===== config.mk =====
export PLATFORM = sky130hd
export DESIGN_NAME = stop_and_wait_chunk_receiver_flat
export DESIGN_NICKNAME = d
export VERILOG_FILES = /design/src/rtl/core/swcr_pkg.sv /design/src/rtl/core/swcr_if.sv /design/src/rtl/core/swcr_front.sv /design/src/rtl/core/swcr_back.sv /design/src/rtl/core/stop_and_wait_chunk_receiver.sv /design/src/flat_wrapper.sv
export SDC_FILE = /design/constraint.sdc
export NUM_CORES = 2
export LEC_CHECK = 0
export BUFFER_PORTS_ARGS = -buffer_cell sky130_fd_sc_hd__clkbuf_2
export CAP_MARGIN = 20
export CORE_MARGIN = 5
export CORE_UTILIZATION = 55
export CTS_CLUSTER_SIZE = 10
export DETAILED_ROUTE_END_ITERATION = 6
export PLACE_DENSITY = 0.76
export SETUP_SLACK_MARGIN = 0.05
export SLEW_MARGIN = 20
export SYNTH_ARGS = -nofsm -noshare
export SYNTH_HDL_FRONTEND = slang
export SYNTH_SLANG_ARGS = --single-unit

===== constraint.sdc =====
create_clock -name clk -period 17.4 [get_ports clk]
set_clock_uncertainty 0.2 [all_clocks]
set_input_delay 1.74 -clock clk [delete_from_list [all_inputs] [get_ports clk]]
set_output_delay 1.74 -clock clk [all_outputs]
set_load 0.01 [all_outputs]

===== src/rtl/core/swcr_pkg.sv =====
`timescale 1ns / 1ps

package swcr_pkg;

  localparam logic [63:0] FNV_BASIS = 64'hcbf29ce484222325;

  typedef enum logic [1:0] {
    ACT_START = 2'd0,
    ACT_HEADER = 2'd1,
    ACT_BYTE = 2'd2,
    ACT_STOP = 2'd3
  } action_t;

  typedef enum logic [1:0] {
    PKT_META = 2'd0,
    PKT_DATA = 2'd1,
    PKT_DONE = 2'd2,
    PKT_OTHER = 2'd3
  } pkt_type_t;

  typedef enum logic [1:0] {
    ACK_META = 2'd0,
    ACK_DATA = 2'd1,
    ACK_DONE = 2'd2
  } ack_type_t;

  typedef enum logic [1:0] {
    ST_SUCCESS = 2'd0,
    ST_MISMATCH = 2'd1,
    ST_STOPPED = 2'd2
  } status_t;

  typedef enum logic [1:0] {
    PH_IDLE = 2'd0,
    PH_DATA = 2'd1,
    PH_AWAIT_DONE = 2'd2
  } phase_t;

  typedef enum logic [2:0] {
    REG_SESSION_ID = 3'd0,
    REG_CHUNK_COUNT = 3'd1,
    REG_META_SEQ = 3'd2,
    REG_EXPECTED_DIGEST = 3'd3,
    REG_DIGEST_GIVEN = 3'd4
  } reg_index_t;

  // One classified item as it waits between front and back.
  typedef struct packed {
    action_t     kind;
    logic        hdr_good;
    pkt_type_t   ptype;
    logic [31:0] pkt_seq;
    logic [7:0]  data_byte;
  } q_entry_t;

  // Multiplying by the FNV prime 2^40 + 2^8 + 0xb3 reduces to shifts and adds.
  function automatic logic [63:0] fnv_step(logic [63:0] h, logic [7:0] b);
    logic [63:0] x;
    x = h ^ {56'd0, b};
    return (x << 40) + (x << 8) + (x << 7) + (x << 5) + (x << 4) + (x << 1) + x;
  endfunction

endpackage


===== src/rtl/core/swcr_if.sv =====
`timescale 1ns / 1ps

interface swcr_in_if;
  logic        valid;
  logic        ready;
  logic [1:0]  action;
  logic        decoded_ok;
  logic [1:0]  pkt_type;
  logic [31:0] pkt_session;
  logic [31:0] pkt_seq;
  logic [7:0]  data_byte;
  modport source (output valid, action, decoded_ok, pkt_type, pkt_session, pkt_seq,
                  data_byte, input ready);
  modport sink (input valid, action, decoded_ok, pkt_type, pkt_session, pkt_seq,
                data_byte, output ready);
endinterface

interface swcr_out_if;
  logic        valid;
  logic        ready;
  logic        send_valid;
  logic [1:0]  send_type;
  logic [31:0] send_seq;
  logic        write_valid;
  logic [7:0]  write_byte;
  logic        finished;
  logic [1:0]  status;
  logic [63:0] digest;
  modport source (output valid, send_valid, send_type, send_seq, write_valid, write_byte,
                  finished, status, digest, input ready);
  modport sink (input valid, send_valid, send_type, send_seq, write_valid, write_byte,
                finished, status, digest, output ready);
endinterface

interface swcr_cfg_if;
  logic        valid;
  logic        ready;
  logic [2:0]  index;
  logic [63:0] data;
  modport source (output valid, index, data, input ready);
  modport sink (input valid, index, data, output ready);
endinterface


===== src/rtl/core/swcr_front.sv =====
`timescale 1ns / 1ps

module swcr_front (
  input  logic               clk,
  input  logic               rst,
  swcr_in_if.sink            item,
  input  logic [31:0]        session_id,
  output logic               q_valid,
  output swcr_pkg::q_entry_t q_head,
  input  logic               q_pop
);
  import swcr_pkg::*;

  q_entry_t   mem [2];
  logic       wr_ptr;
  logic       rd_ptr;
  logic [1:0] count;
  logic [1:0] count_next;
  logic       push;
  q_entry_t   entry;

  // Classification: header validity is settled here, once per item.
  always_comb begin
    entry.kind      = action_t'(item.action);
    entry.hdr_good  = item.decoded_ok && (item.pkt_session == session_id);
    entry.ptype     = pkt_type_t'(item.pkt_type);
    entry.pkt_seq   = item.pkt_seq;
    entry.data_byte = item.data_byte;
  end

  assign item.ready = (count != 2'd2);
  assign push       = item.valid && item.ready;
  assign q_valid    = (count != 2'd0);
  assign q_head     = mem[rd_ptr];

  always_comb begin
    count_next = count + {1'b0, push} - {1'b0, q_pop};
  end

  always_ff @(posedge clk) begin
    if (push) begin
      mem[wr_ptr] <= entry;
    end
  end

  always_ff @(posedge clk) begin
    if (rst) begin
      wr_ptr <= 1'b0;
      rd_ptr <= 1'b0;
      count  <= 2'd0;
    end else begin
      if (push) begin
        wr_ptr <= ~wr_ptr;
      end
      if (q_pop) begin
        rd_ptr <= ~rd_ptr;
      end
      count <= count_next;
    end
  end

endmodule


===== src/rtl/core/swcr_back.sv =====
`timescale 1ns / 1ps

module swcr_back (
  input  logic               clk,
  input  logic               rst,
  swcr_cfg_if.sink           cfg,
  output logic [31:0]        session_id,
  input  logic               q_valid,
  input  swcr_pkg::q_entry_t q_head,
  output logic               q_pop,
  swcr_out_if.source         result
);
  import swcr_pkg::*;

  logic [31:0] chunk_count;
  logic [31:0] meta_seq;
  logic [63:0] expected_digest;
  logic        digest_given;

  phase_t      phase;
  phase_t      phase_next;
  phase_t      ph_eff;
  logic [31:0] want_seq;
  logic [31:0] want_seq_next;
  logic [63:0] running_hash;
  logic [63:0] running_hash_next;
  logic        take_payload;
  logic        take_payload_next;
  logic        hdr_live;
  logic        seq_hit;

  logic        o_send_valid;
  ack_type_t   o_send_type;
  logic [31:0] o_send_seq;
  logic        o_write_valid;
  logic [7:0]  o_write_byte;
  logic        o_finished;
  status_t     o_status;

  assign cfg.ready = 1'b1;

  always_ff @(posedge clk) begin
    if (rst) begin
      session_id      <= 32'd0;
      chunk_count     <= 32'd0;
      meta_seq        <= 32'd0;
      expected_digest <= 64'd0;
      digest_given    <= 1'b0;
    end else if (cfg.valid) begin
      unique case (reg_index_t'(cfg.index))
        REG_SESSION_ID:      session_id <= cfg.data[31:0];
        REG_CHUNK_COUNT:     chunk_count <= cfg.data[31:0];
        REG_META_SEQ:        meta_seq <= cfg.data[31:0];
        REG_EXPECTED_DIGEST: expected_digest <= cfg.data;
        REG_DIGEST_GIVEN:    digest_given <= cfg.data[0];
        default: ;
      endcase
    end
  end

  assign q_pop = q_valid && (!result.valid || result.ready);

  // A receiving session whose count has been passed behaves as awaiting done.
  assign ph_eff   = (phase == PH_DATA && want_seq > chunk_count) ? PH_AWAIT_DONE : phase;
  assign hdr_live = (ph_eff != PH_IDLE) && q_head.hdr_good;
  assign seq_hit  = (q_head.pkt_seq == want_seq);

  // Next state.
  always_comb begin
    phase_next        = ph_eff;
    want_seq_next     = want_seq;
    running_hash_next = running_hash;
    take_payload_next = take_payload;
    unique case (q_head.kind)
      ACT_START: begin
        want_seq_next     = 32'd1;
        running_hash_next = FNV_BASIS;
        take_payload_next = 1'b0;
        phase_next        = (chunk_count == 32'd0) ? PH_AWAIT_DONE : PH_DATA;
      end
      ACT_HEADER: begin
        take_payload_next = 1'b0;
        if (hdr_live && q_head.ptype == PKT_DATA && ph_eff == PH_DATA && seq_hit) begin
          take_payload_next = 1'b1;
          if (want_seq >= chunk_count) begin
            phase_next = PH_AWAIT_DONE;
          end
          want_seq_next = want_seq + 32'd1;
        end else if (hdr_live && q_head.ptype == PKT_DONE && ph_eff == PH_AWAIT_DONE) begin
          phase_next = PH_IDLE;
        end
      end
      ACT_BYTE: begin
        if (take_payload) begin
          running_hash_next = fnv_step(running_hash, q_head.data_byte);
        end
      end
      ACT_STOP: begin
        phase_next        = PH_IDLE;
        take_payload_next = 1'b0;
      end
      default: ;
    endcase
  end

  // Result fields.
  always_comb begin
    o_send_valid  = 1'b0;
    o_send_type   = ACK_META;
    o_send_seq    = 32'd0;
    o_write_valid = 1'b0;
    o_write_byte  = 8'd0;
    o_finished    = 1'b0;
    o_status      = ST_SUCCESS;
    unique case (q_head.kind)
      ACT_START: begin
        o_send_valid = 1'b1;
        o_send_seq   = meta_seq;
      end
      ACT_HEADER: begin
        if (hdr_live && q_head.ptype == PKT_META) begin
          o_send_valid = 1'b1;
          o_send_seq   = meta_seq;
        end else if (hdr_live && q_head.ptype == PKT_DATA && ph_eff == PH_DATA) begin
          o_send_valid = 1'b1;
          o_send_type  = ACK_DATA;
          o_send_seq   = q_head.pkt_seq;
        end else if (hdr_live && q_head.ptype == PKT_DONE && ph_eff == PH_AWAIT_DONE) begin
          o_send_valid = 1'b1;
          o_send_type  = ACK_DONE;
          o_send_seq   = q_head.pkt_seq;
          o_finished   = 1'b1;
          o_status     = (digest_given && running_hash != expected_digest) ?
                         ST_MISMATCH : ST_SUCCESS;
        end
      end
      ACT_BYTE: begin
        if (take_payload) begin
          o_write_valid = 1'b1;
          o_write_byte  = q_head.data_byte;
        end
      end
      ACT_STOP: begin
        if (ph_eff != PH_IDLE) begin
          o_finished = 1'b1;
          o_status   = ST_STOPPED;
        end
      end
      default: ;
    endcase
  end

  always_ff @(posedge clk) begin
    if (rst) begin
      phase        <= PH_IDLE;
      want_seq     <= 32'd1;
      running_hash <= FNV_BASIS;
      take_payload <= 1'b0;
      result.valid <= 1'b0;
    end else begin
      if (q_pop) begin
        phase        <= phase_next;
        want_seq     <= want_seq_next;
        running_hash <= running_hash_next;
        take_payload <= take_payload_next;
        result.valid <= 1'b1;
      end else if (result.ready) begin
        result.valid <= 1'b0;
      end
    end
  end

  always_ff @(posedge clk) begin
    if (q_pop) begin
      result.send_valid  <= o_send_valid;
      result.send_type   <= o_send_type;
      result.send_seq    <= o_send_seq;
      result.write_valid <= o_write_valid;
      result.write_byte  <= o_write_byte;
      result.finished    <= o_finished;
      result.status      <= o_status;
      result.digest      <= running_hash_next;
    end
  end

  a_ack_or_write: assert property (@(posedge clk) disable iff (rst)
    result.valid |-> !(result.send_valid && result.write_valid))
    else $error("ack and write byte in one result");

  a_status_needs_finish: assert property (@(posedge clk) disable iff (rst)
    (result.valid && !result.finished) |-> (result.status == ST_SUCCESS))
    else $error("status set on an unfinished result");

  a_start_opens: assert property (@(posedge clk) disable iff (rst)
    (q_pop && q_head.kind == ACT_START) |=> (phase != PH_IDLE && !take_payload))
    else $error("start did not open a session");

  a_pop_has_room: assert property (@(posedge clk) disable iff (rst)
    q_pop |-> (q_valid && (!result.valid || result.ready)))
    else $error("queue popped without output room");

endmodule


===== src/rtl/core/stop_and_wait_chunk_receiver.sv =====
`timescale 1ns / 1ps

// Channel  Dir  Handshake        Carries
// item     in   valid / ready    action, decoded_ok, pkt_type, pkt_session, pkt_seq, data_byte
// result   out  valid / ready    send_*, write_*, finished, status, digest
// cfg      in   valid / ready    index (register number), data
//
// One item per cycle sustained while results are taken; each item yields exactly one result
// after its transfer, passing through the front queue and then the back output register.
// The figure is set by the back stage, which updates the session state and folds one byte
// into the FNV-1a hash per cycle.
// Reset (rst, synchronous) empties the queue, drops the result and returns the session to
// idle with the hash at the offset basis; no clearing pass is needed.
// A stalled result holds the back stage; the two-entry queue keeps taking items until full.

module stop_and_wait_chunk_receiver (
  input  logic       clk,
  input  logic       rst,
  swcr_in_if.sink    item,
  swcr_out_if.source result,
  swcr_cfg_if.sink   cfg
);
  import swcr_pkg::*;

  // Between front and back: the head of the queue and its pop strobe.
  logic        q_valid;
  q_entry_t    q_head;
  logic        q_pop;
  logic [31:0] session_id;

  // The front takes every transfer into the queue and classifies it, including the
  // session check on headers.
  swcr_front u_front (
    .clk        (clk),
    .rst        (rst),
    .item       (item),
    .session_id (session_id),
    .q_valid    (q_valid),
    .q_head     (q_head),
    .q_pop      (q_pop)
  );

  // The back holds the registers and session state and produces the result.
  swcr_back u_back (
    .clk        (clk),
    .rst        (rst),
    .cfg        (cfg),
    .session_id (session_id),
    .q_valid    (q_valid),
    .q_head     (q_head),
    .q_pop      (q_pop),
    .result     (result)
  );

endmodule

===== src/flat_wrapper.sv =====
// flat-port wrapper written by rule: the top's interface ports become plain ports
module stop_and_wait_chunk_receiver_flat import swcr_pkg::*;
  (clk, rst, item_valid, item_action, item_decoded_ok, item_pkt_type, item_pkt_session, item_pkt_seq, item_data_byte, item_ready, result_valid, result_send_valid, result_send_type, result_send_seq, result_write_valid, result_write_byte, result_finished, result_status, result_digest, result_ready, cfg_valid, cfg_index, cfg_data, cfg_ready);
  swcr_in_if item_i ();
  swcr_out_if result_i ();
  swcr_cfg_if cfg_i ();
  input  logic clk;
  input  logic rst;
  input wire logic [$bits(item_i.valid)-1:0] item_valid;
  input wire logic [$bits(item_i.action)-1:0] item_action;
  input wire logic [$bits(item_i.decoded_ok)-1:0] item_decoded_ok;
  input wire logic [$bits(item_i.pkt_type)-1:0] item_pkt_type;
  input wire logic [$bits(item_i.pkt_session)-1:0] item_pkt_session;
  input wire logic [$bits(item_i.pkt_seq)-1:0] item_pkt_seq;
  input wire logic [$bits(item_i.data_byte)-1:0] item_data_byte;
  output wire logic [$bits(item_i.ready)-1:0] item_ready;
  output wire logic [$bits(result_i.valid)-1:0] result_valid;
  output wire logic [$bits(result_i.send_valid)-1:0] result_send_valid;
  output wire logic [$bits(result_i.send_type)-1:0] result_send_type;
  output wire logic [$bits(result_i.send_seq)-1:0] result_send_seq;
  output wire logic [$bits(result_i.write_valid)-1:0] result_write_valid;
  output wire logic [$bits(result_i.write_byte)-1:0] result_write_byte;
  output wire logic [$bits(result_i.finished)-1:0] result_finished;
  output wire logic [$bits(result_i.status)-1:0] result_status;
  output wire logic [$bits(result_i.digest)-1:0] result_digest;
  input wire logic [$bits(result_i.ready)-1:0] result_ready;
  input wire logic [$bits(cfg_i.valid)-1:0] cfg_valid;
  input wire logic [$bits(cfg_i.index)-1:0] cfg_index;
  input wire logic [$bits(cfg_i.data)-1:0] cfg_data;
  output wire logic [$bits(cfg_i.ready)-1:0] cfg_ready;
  assign item_i.valid = item_valid;
  assign item_i.action = item_action;
  assign item_i.decoded_ok = item_decoded_ok;
  assign item_i.pkt_type = item_pkt_type;
  assign item_i.pkt_session = item_pkt_session;
  assign item_i.pkt_seq = item_pkt_seq;
  assign item_i.data_byte = item_data_byte;
  assign item_ready = item_i.ready;
  assign result_valid = result_i.valid;
  assign result_send_valid = result_i.send_valid;
  assign result_send_type = result_i.send_type;
  assign result_send_seq = result_i.send_seq;
  assign result_write_valid = result_i.write_valid;
  assign result_write_byte = result_i.write_byte;
  assign result_finished = result_i.finished;
  assign result_status = result_i.status;
  assign result_digest = result_i.digest;
  assign result_i.ready = result_ready;
  assign cfg_i.valid = cfg_valid;
  assign cfg_i.index = cfg_index;
  assign cfg_i.data = cfg_data;
  assign cfg_ready = cfg_i.ready;
  stop_and_wait_chunk_receiver u_core (.clk(clk), .rst(rst), .item(item_i), .result(result_i), .cfg(cfg_i));
endmodule

==> impl_metrics.csv <==
group,metric,value,unit
run_status,status,"finished, final reports clean",
critical_path,endpoint,"u_core.u_back.result.digest[57]",
critical_path,cp_slowest_cell,"xnor2_1",
finish,multi_input_area,0.0173,mm2
clock_tree,htree_levels,2,
die,die_w,246,um
critical_path,required,17.54,ns
critical_path,path_max_fanout,9,
timing,hold_violations,0,
route,post_drt_wl_per_cell,22.5,um
global_routing,gr-total-overflow,0,
route,antenna_left,0,
timing,setup_tns,0,ns
critical_path,startpoint_type,"flip-flop",
route,first_iter_violations,2146,
synth,ys_ff_latch,467,
critical_path,critPathTopFamily,"adder cells",
place,portBuffers,261,
synth,yosys-top-cells-count,"nand2_1, inv_1, a21oi_1, dfxtp_1, fa_1",
run,cap_violations,0,
finish,area_delta_synth_final,11.5,%
clock_tree,cts_resized,0,
timing,setup_viol,0,
place,place_congestion,1.03,
finish,nets,3964,
global_routing,grt_pass1_wl,143000,um
critical_path,worstSetupPathDepth,20,
finish,diodes,0,
critical_path,cp.arrival,7.24,ns
synth,synth.yosys.seq_area_share,0.370,
critical_path,rrSetupSlack,10.29,ns
synth,ys_warn_count,0,
clock_tree,cts_sinks,467,
timing,slew_headroom,0.284,
synth,synth_cell_types,97,
critical_path,crit_path_end_kind,"flip-flop",
finish,drive_above_1_share,0.118,
global_routing,grt_usage,0.309,
synth,post_synth.cell_area_avg,9.51,um2
die,start_util,0.556,
synth,synth_area,0.0307,mm2
timing,drv_slew,0,
worst_hold_path,min_path_type,"flip-flop to flip-flop",
global_routing,first_global_vias,24113,
timing,worst_pin_slew,1.05,ns
route,vias,24563,
route,drt_wl_total,94800,um
die,dieHeight,246,um
synth,synth_edf_count,201,
timing,rsz0062_at_grt,"no",
clock_tree,root_buffer,"clkbuf_16",
timing,fin_crit,7.11,ns
die,core_area,0.0552,mm2
synth,async_flop_share,0,
route,drtPass1Iterations,5,
route,drc,0,
clock_tree,cts_hold_buf,0,
clock_tree,cts_tree,"built",
critical_path,r2r-end,"u_core.u_back.result.digest[57]",
clock_tree,cts_buffers,55,
critical_path,cp_slowest_stage_delay,0.81,ns
die,dieArea,0.0606,mm2
synth,synth_area_leaders,"edfxtp_1, dfxtp_1, fa_1",
finish,nFillCells,4537,
finish,register_area,0.0114,mm2
critical_path,reg2reg_depth,20,
synth,syn-instance-count,3225,
synth,synth_top_area_frac,0.197,
global_routing,grt_max_degree,91,
critical_path,cp_num_buf_inv,1,
timing,finalCritPeriodShare,0.408,
place,hpwl,72400,um
clock_tree,clk_pin_slew,0.06,ns
critical_path,worstPathCellList,"mux2i_1, xnor2_1, ha_1, xnor2_1, fa_1, inv_1, ha_1, ha_1, ha_1, fa_1, a21oi_1, o211ai_1, a21oi_1, nor3_2, nor4b_2, o31ai_4, a31oi_1, xnor2_1, a221oi_1, o21ai_0",
clock_tree,clock_latency,0.63,ns
timing,max_freq,141,MHz
clock_tree,post_cts_buffers,0,
die,ios,263,
synth,synth_flop_cell,"dfxtp_1",
synth,synth.most_common_cell,"nand2_1",
synth,synth.net_count,3759,
critical_path,crit_top_cell,"ha_1",
critical_path,crit_type,"flip-flop to flip-flop",
clock_tree,cts_buffer_depth,3,
die,fp-row-count,86,
global_routing,antenna_found_initial,2,
route,vias_per_cell,5.83,
synth,synth.largest_area_cell,"edfxtp_1",
[flip-flops by register name, indices dropped and copies added, names as in the netlist, named ones only]
register,count
u_core.u_front.mem,90
u_core.u_front.rd_ptr,1
u_core.u_back.result.valid,1
u_core.u_back.result.send_valid,1
u_core.u_back.chunk_count,32
u_core.u_back.result.digest,64
u_core.u_back.result.write_valid,1
u_core.u_back.result.status,2
u_core.u_back.expected_digest,64
u_core.u_back.meta_seq,32
u_core.u_back.want_seq,32
u_core.u_back.session_id,32
u_core.u_front.wr_ptr,1
u_core.u_back.running_hash,64
u_core.u_back.take_payload,1
u_core.u_back.digest_given,1
u_core.u_back.result.finished,1
u_core.u_back.result.send_type,2
u_core.u_back.phase,2
u_core.u_back.result.send_seq,32
u_core.u_front.count,2
u_core.u_back.result.write_byte,8
[stage by stage]
| stage | util | cells | hold slack [ns] | instance area [um2] | worst slack [ns] |
|---|---|---|---|---|---|
| finish | 0.620 | 4216 | 0.256 | 34200 | 10.29 |
| global route | 0.620 | 4216 | 0.281 | 34200 | 10.03 |
| CTS | 0.619 | 4215 | 0.259 | 34200 | 10.31 |
| detailed placement | 0.589 | 4120 | 0.250 | 32500 | 10.30 |
| global placement | 0.589 | 4120 | 0.246 | 32500 | 10.37 |
| floorplan | - | 3225 | 0.237 | 30700 | 10.21 |
[cell type report]
| type | instances | area share |
|---|---|---|
| Clock buffer | 87 | 0.0450 |
| Tap cell | 748 | 0.0274 |
| Clock inverter | 8 | 0.00326 |
| Multi-Input combinational cell | 2236 | 0.505 |
| Sequential cell | 467 | 0.332 |
| Timing Repair Buffer | 293 | 0.0454 |
| Inverter | 377 | 0.0415 |
[worst register-to-register path, stage by stage, from the launching register on]
cell and delay [ns]:
dfxtp_2 0.49, mux2i_1 0.17, xnor2_1 0.81, ha_1 0.46
xnor2_1 0.18, fa_1 0.50, inv_1 0.04, ha_1 0.29
ha_1 0.30, ha_1 0.24, fa_1 0.41, a21oi_1 0.24
o211ai_1 0.19, a21oi_1 0.54, nor3_2 0.13, nor4b_2 0.67
o31ai_4 0.21, a31oi_1 0.23, xnor2_1 0.08, a221oi_1 0.31
o21ai_0 0.13
[placed cells by master (no fill, tap or decap), types with 16 or more instances in the layout]
cell type	n
ha_1	145
nand3_1	53
xnor2_1	190
a21o_1	63
edfxtp_1	201
nor4_1	37
a21oi_1	325
nand4_1	65
xor2_1	30
nor3_1	25
clkbuf_1	29
inv_1	375
buf_4	31
fa_1	240
mux2i_1	49
a211oi_1	16
clkbuf_2	260
clkbuf_16	56
nor2_1	95
nand2_1	526
o21ai_0	113
o211ai_1	16
o21a_1	17
dfxtp_1	265
[worst min path at each step]
stage | cells after the start | startpoint | to | slack (ns)
2_1_floorplan | 2 | u_core.u_back.meta_seq[0] | u_core.u_back.meta_seq[0] | 0.24
3_3_place_gp | 2 | u_core.u_back.meta_seq[6] | u_core.u_back.meta_seq[6] | 0.25
3_5_place_dp | 2 | u_core.u_back.meta_seq[6] | u_core.u_back.meta_seq[6] | 0.25
4_1_cts | 2 | u_core.u_back.meta_seq[6] | u_core.u_back.meta_seq[6] | 0.26
5_1_grt | 2 | u_core.u_back.meta_seq[6] | u_core.u_back.meta_seq[6] | 0.28
6_report | 2 | u_core.u_back.meta_seq[6] | u_core.u_back.meta_seq[6] | 0.26
[routing by layer]
metal	vias to the layer above	routed length, um	track usage
met5	-	13	0
met4	2	4050	0.116
met3	219	8690	0.0648
met2	1104	45100	0.505
met1	11974	37000	0.408
li1	11264	-	-
[kinds of logic (layout without fill, tap and decap cells)]
logic type               Yosys count  in the layout  share of synthesized area
AND/OR/NAND/NOR                  901            901                      0.133
AO/OA/AOI/OAI                    670            670                      0.131
buffers and inverters            522            765                     0.0680
flip-flops                       467            467                      0.370
adder cells (fa/ha/maj)          391            391                      0.218
XOR/XNOR                         220            220                     0.0628
multiplexers                      53             53                     0.0175
other                              1              1                   0.000122
Power is left out: the tool's default activity adds up to more than one toggle a clock period on the data nets, which glitch-free logic cannot reach.
